## src/rtl/awf_pkg.sv

```systemverilog
package awf_pkg;

    localparam int PIX_W   = 8;
    localparam int TVAL_W  = 5;
    localparam int WGT_W   = 16;
    localparam int ERR_W   = 40;
    localparam int CIDX_W  = 3;
    localparam int CDATA_W = 16;
    localparam int SUM_W   = 25;

    typedef enum logic [CIDX_W-1:0] {
        CFG_WIDTH  = 3'd0,
        CFG_HEIGHT = 3'd1,
        CFG_CENTER = 3'd2,
        CFG_SIDE   = 3'd3,
        CFG_DIAG   = 3'd4
    } t_cfg_idx;

    // Queue entry between front and back
    typedef struct packed {
        logic                flush;
        logic [TVAL_W-1:0]   tval;
        logic [PIX_W-1:0]    orig;
    } t_entry;

    typedef struct packed {
        logic [WGT_W-1:0] w_center;
        logic [WGT_W-1:0] w_side;
        logic [WGT_W-1:0] w_diag;
    } t_weights;

    // Forward transform: largest a with a*a <= 4x+1
    function automatic logic [TVAL_W-1:0] anscombe(input logic [PIX_W-1:0] x);
        logic [PIX_W+1:0]  v;
        logic [TVAL_W-1:0] a;
        v = {x, 2'b01};
        a = '0;
        for (int k = 1; k < 32; k++) begin
            if (11'(k * k) <= {1'b0, v}) begin
                a = TVAL_W'(k);
            end
        end
        return a;
    endfunction

endpackage

```

## src/rtl/awf_if.sv

```systemverilog
interface awf_in_if;
    logic       valid;
    logic       ready;
    logic       action;
    logic [7:0] pixel_in;
    logic [7:0] original_in;
    modport source (output valid, action, pixel_in, original_in, input ready);
    modport sink   (input valid, action, pixel_in, original_in, output ready);
endinterface


```

## src/rtl/awf_front.sv

```systemverilog
module awf_front (
    input  logic             i_clk,
    input  logic             i_rst_n,
    awf_in_if.sink           i_pix,
    output logic             o_q_valid,
    output awf_pkg::t_entry  o_q_data,
    input  logic             i_q_pop
);

    awf_pkg::t_entry r_buf [2];
    logic            r_wr;
    logic            r_rd;
    logic [1:0]      r_cnt;
    logic            push;
    awf_pkg::t_entry entry;

    assign i_pix.ready = (r_cnt != 2'd2);
    assign push        = i_pix.valid && i_pix.ready;
    assign o_q_valid   = (r_cnt != 2'd0);
    assign o_q_data    = r_buf[r_rd];

    // Classify and transform the incoming item
    always_comb begin
        entry.flush = i_pix.action;
        entry.tval  = awf_pkg::anscombe(i_pix.pixel_in);
        entry.orig  = i_pix.original_in;
    end

    // Store payload
    always_ff @(posedge i_clk) begin
        if (push) begin
            r_buf[r_wr] <= entry;
        end
    end

    // Advance queue pointers
    always_ff @(posedge i_clk) begin
        if (!i_rst_n) begin
            r_wr  <= 1'b0;
            r_rd  <= 1'b0;
            r_cnt <= 2'd0;
        end else begin
            if (push) begin
                r_wr <= ~r_wr;
            end
            if (i_q_pop) begin
                r_rd <= ~r_rd;
            end
            r_cnt <= r_cnt + 2'(push) - 2'(i_q_pop);
        end
    end

endmodule

```

## src/flat_wrapper.sv

```systemverilog
// flat-port wrapper written by rule: the top's interface ports become plain ports
module awf_front_flat 
  (i_clk, i_rst_n, o_q_valid, o_q_data, i_q_pop, i_pix_valid, i_pix_action, i_pix_pixel_in, i_pix_original_in, i_pix_ready);
  awf_in_if i_pix_i ();
  input  logic i_clk;
  input  logic i_rst_n;
  output logic o_q_valid;
  output awf_pkg::t_entry o_q_data;
  input  logic i_q_pop;
  input wire logic [$bits(i_pix_i.valid)-1:0] i_pix_valid;
  input wire logic [$bits(i_pix_i.action)-1:0] i_pix_action;
  input wire logic [$bits(i_pix_i.pixel_in)-1:0] i_pix_pixel_in;
  input wire logic [$bits(i_pix_i.original_in)-1:0] i_pix_original_in;
  output wire logic [$bits(i_pix_i.ready)-1:0] i_pix_ready;
  assign i_pix_i.valid = i_pix_valid;
  assign i_pix_i.action = i_pix_action;
  assign i_pix_i.pixel_in = i_pix_pixel_in;
  assign i_pix_i.original_in = i_pix_original_in;
  assign i_pix_ready = i_pix_i.ready;
  awf_front u_core (.i_clk(i_clk), .i_rst_n(i_rst_n), .i_pix(i_pix_i), .o_q_valid(o_q_valid), .o_q_data(o_q_data), .i_q_pop(i_q_pop));
endmodule
```

## config.mk

```make
export PLATFORM = sky130hd
export DESIGN_NAME = awf_front_flat
export DESIGN_NICKNAME = d
export VERILOG_FILES = /design/src/rtl/awf_pkg.sv /design/src/rtl/awf_if.sv /design/src/rtl/awf_front.sv /design/src/flat_wrapper.sv
export SDC_FILE = /design/constraint.sdc
export NUM_CORES = 1
export LEC_CHECK = 0
export ABC_AREA = 0
export BUFFER_PORTS_ARGS = -buffer_cell sky130_fd_sc_hd__buf_2
export CORE_UTILIZATION = 36
export CTS_BUF_LIST = sky130_fd_sc_hd__clkbuf_4
export DETAILED_ROUTE_END_ITERATION = 10
export SLEW_MARGIN = 5
export SYNTH_ARGS = -nofsm -noshare
export SYNTH_HDL_FRONTEND = slang
export SYNTH_SLANG_ARGS = --single-unit
export TNS_END_PERCENT = 1
```

## constraint.sdc

```tcl
create_clock -name i_clk -period 5 [get_ports i_clk]
set_clock_uncertainty 0.2 [all_clocks]
set_input_delay 0.75 -clock i_clk [delete_from_list [all_inputs] [get_ports i_clk]]
set_output_delay 0.75 -clock i_clk [all_outputs]
set_load 0.005 [all_outputs]
```

==> metrics.cfg <==
[cells_and_area]
utilization=0.436
drive_above_1_share=0.358
stdcell_count=225
nets=195
diodes=0
fillCellCount=426
area_delta_synth_final_pct=15.2

[floorplanning]
chipWidth_um=69.9
die_y_um=69.9
placementRows=24
core_area_mm2=0.00438
start_util=0.378
io_pins=37
die-area_mm2=0.00488

[route]
routed_via_density=5.28
first_pass_iters=4
ant_nets=0
drt_iter0_drc=51
routed-via-count=1189
wl_per_cell_um=13.1
wirelength_mm=2.95
drc=0

[sta]
fmax_mhz=389
setup_violations=0
worst_slack_ps=2430
max-slew-margin-rel=0.548
tightest_slew_ps=678
hold_violations=0
finalCriticalPeriod_ps=2570
tns_ps=0
finalCritPeriodShare=0.514
rsz0062_at_grt=false
maxSlewViolCount=0

[worst_setup_path]
cp.required_ps=4050
worst-path-buf-inv=1
arrival_ps=1620
start_kind=flop
regToRegStartpoint=u_core.r_cnt[0]
crit_path_max_fanout=14
cp_top_family=flip-flops
cp.depth=2
path_class=flop to primary output
max_stage_delay_ps=760
slowest_stage=dfxtp_1
r2r_cells=3
cp-end-kind=primary output
path_cells=mux2_2 -> buf_2

[cts]
htreeDepth=2
numClockSinks=33
path_clk_slew_ps=90
insertion_delay_ps=320
hold_buffers=0
cts-root-buf=clkbuf_4
cts_buffer_depth=2
cts_tree=built
cts-buffers-inserted=5
ctsResizeCount=0
cts_setup_buffers=0

[placement]
gp_congestion=0.906
dp_slack_ps=2430
dp_cells=217
numPortBuffers=36
hpwl_mm=2.02

[hold_path]
holdCritStartpoint=u_core.r_rd
min_path_cells=2
hp-class=flop to flop

[yosys]
syn_inst=140
syn_area_mm2=0.00166
avgSynthCellArea_um2=11.9
synth-async-reset-ratio=0
yosysSeqAreaShare=0.567
synth_top_area_share=0.507
yosys-top-cells-area=edfxtp_1 51%, mux2_2 9.5%, dfxtp_1 6.0%
syn_nets=163
yosysTopAreaCell=edfxtp_1
yosysWarnings=0
synth_seq_cells=33
synth_edf_count=28
synthFlopType=edfxtp_1
ys_types=45

[job]
cap_violations=0

[outcome]
status=completed

[grt]
grtUsageTotal=0.130
grt_pass1_vias=1114
grt_pass1_wl_mm=4.88
antenna_found_initial=0
grt_max_degree=21
grt_overflow_total=0

[power]
irDropWorstVdd_mv=0.0824
p_leak_uw=0.000733
pwr_density_cell_mw_per_mm2=347
total_power_uw=664

## flip-flops by register name (all words and copies together) (netlist names), named ones only
signal	cells
u_core.r_buf	28
u_core.r_wr	1
u_core.r_rd	1
u_core.r_cnt	2
## cell families (layout without fill, tap and decap cells)
logic type | after synthesis | after routing | share of synthesized area
AOI/OAI and AO/OA | 31 | 31 | 0.127
xor gates and xnor gates | 3 | 3 | 0.0158
adders and majority gates | 2 | 2 | 0.0151
buffers and inverters | 18 | 51 | 0.0475
DFF | 33 | 33 | 0.567
muxes | 15 | 15 | 0.101
and+or+nand+nor | 38 | 38 | 0.126
## per-stage QoR
| stage | hold slack [ps] | cell area [µm²] |
|---|---|---|
| 4_1_cts | 384 | 1910 |
| 2_1_floorplan | 342 | 1660 |
| 5_1_grt | 384 | 1910 |
| 3_3_place_gp | 355 | 1860 |
| 3_5_place_dp | 373 | 1860 |
| 6_report | 387 | 1910 |
## cell usage in the layout (no fill, tap or decap), types with 2 or more instances in the layout
cell type  netlist  layout
xnor2_1          2       2
clkbuf_4         0       6
o21ai_0          6       6
dfxtp_1          5       5
o211ai_1         2       2
a31oi_1          4       4
nor2_1           7       7
nand2_1          9       9
mux2_2          14      14
a21oi_1          3       3
ha_1             2       2
clkinv_2         0       2
nor3_1           3       3
o21ai_1          2       2
buf_2            3      36
and2_1           5       5
nor2b_1          2       2
o31ai_1          3       3
and3_1           2       2
inv_1            6       6
edfxtp_1        28      28
## power by group
| group | internal (µW) | total [µW] | switching (µW) |
|---|---|---|---|
| Clock | 58.9 | 140 | 81.2 |
| Sequential | 348 | 364 | 16.0 |
| Combinational | 79.4 | 160 | 80.2 |
| Total | 486 | 664 | 177 |
## path summary, 6_finish.rpt
path / end / slack [ps]
max: o_q_data[10] / 2430
min reg2reg: flop / 390
min: flop / 390
max reg2reg: u_core.r_buf[1][11] / 3360
## worst register-to-register path: stages, from the launching register on
cell and delay, ps:
dfxtp_1 330, inv_1 50, nand2_1 90, and3_1 610
## layout make-up
| class | instances | area (µm²) | share of cell area |
|---|---|---|---|
| Sequential cell | 33 | 941 | 0.492 |
| Multi-Input combinational cell | 89 | 639 | 0.335 |
| Timing Repair Buffer | 37 | 188 | 0.0982 |
| Tap cell | 52 | 65.1 | 0.0341 |
| Clock buffer | 6 | 45.0 | 0.0236 |
| Inverter | 6 | 22.5 | 0.0118 |
| Clock inverter | 2 | 10.0 | 0.00524 |
## per-layer routing
layer	track usage	routed length [µm]
met4	0.0644	63
met5	0	0
met3	0.0390	164
met1	0.154	1300
met2	0.213	1420
## synthesized netlist by cell type (all sizes together), types with 4 or more instances
library cell	instances
a31oi	4
and2	5
buf	5
clkbuf	7
dfxtp	5
edfxtp	28
inv	6
mux2	14
nand2	9
nor2	7
o21ai	8
Note: power is estimated with default switching activity, not from simulation.
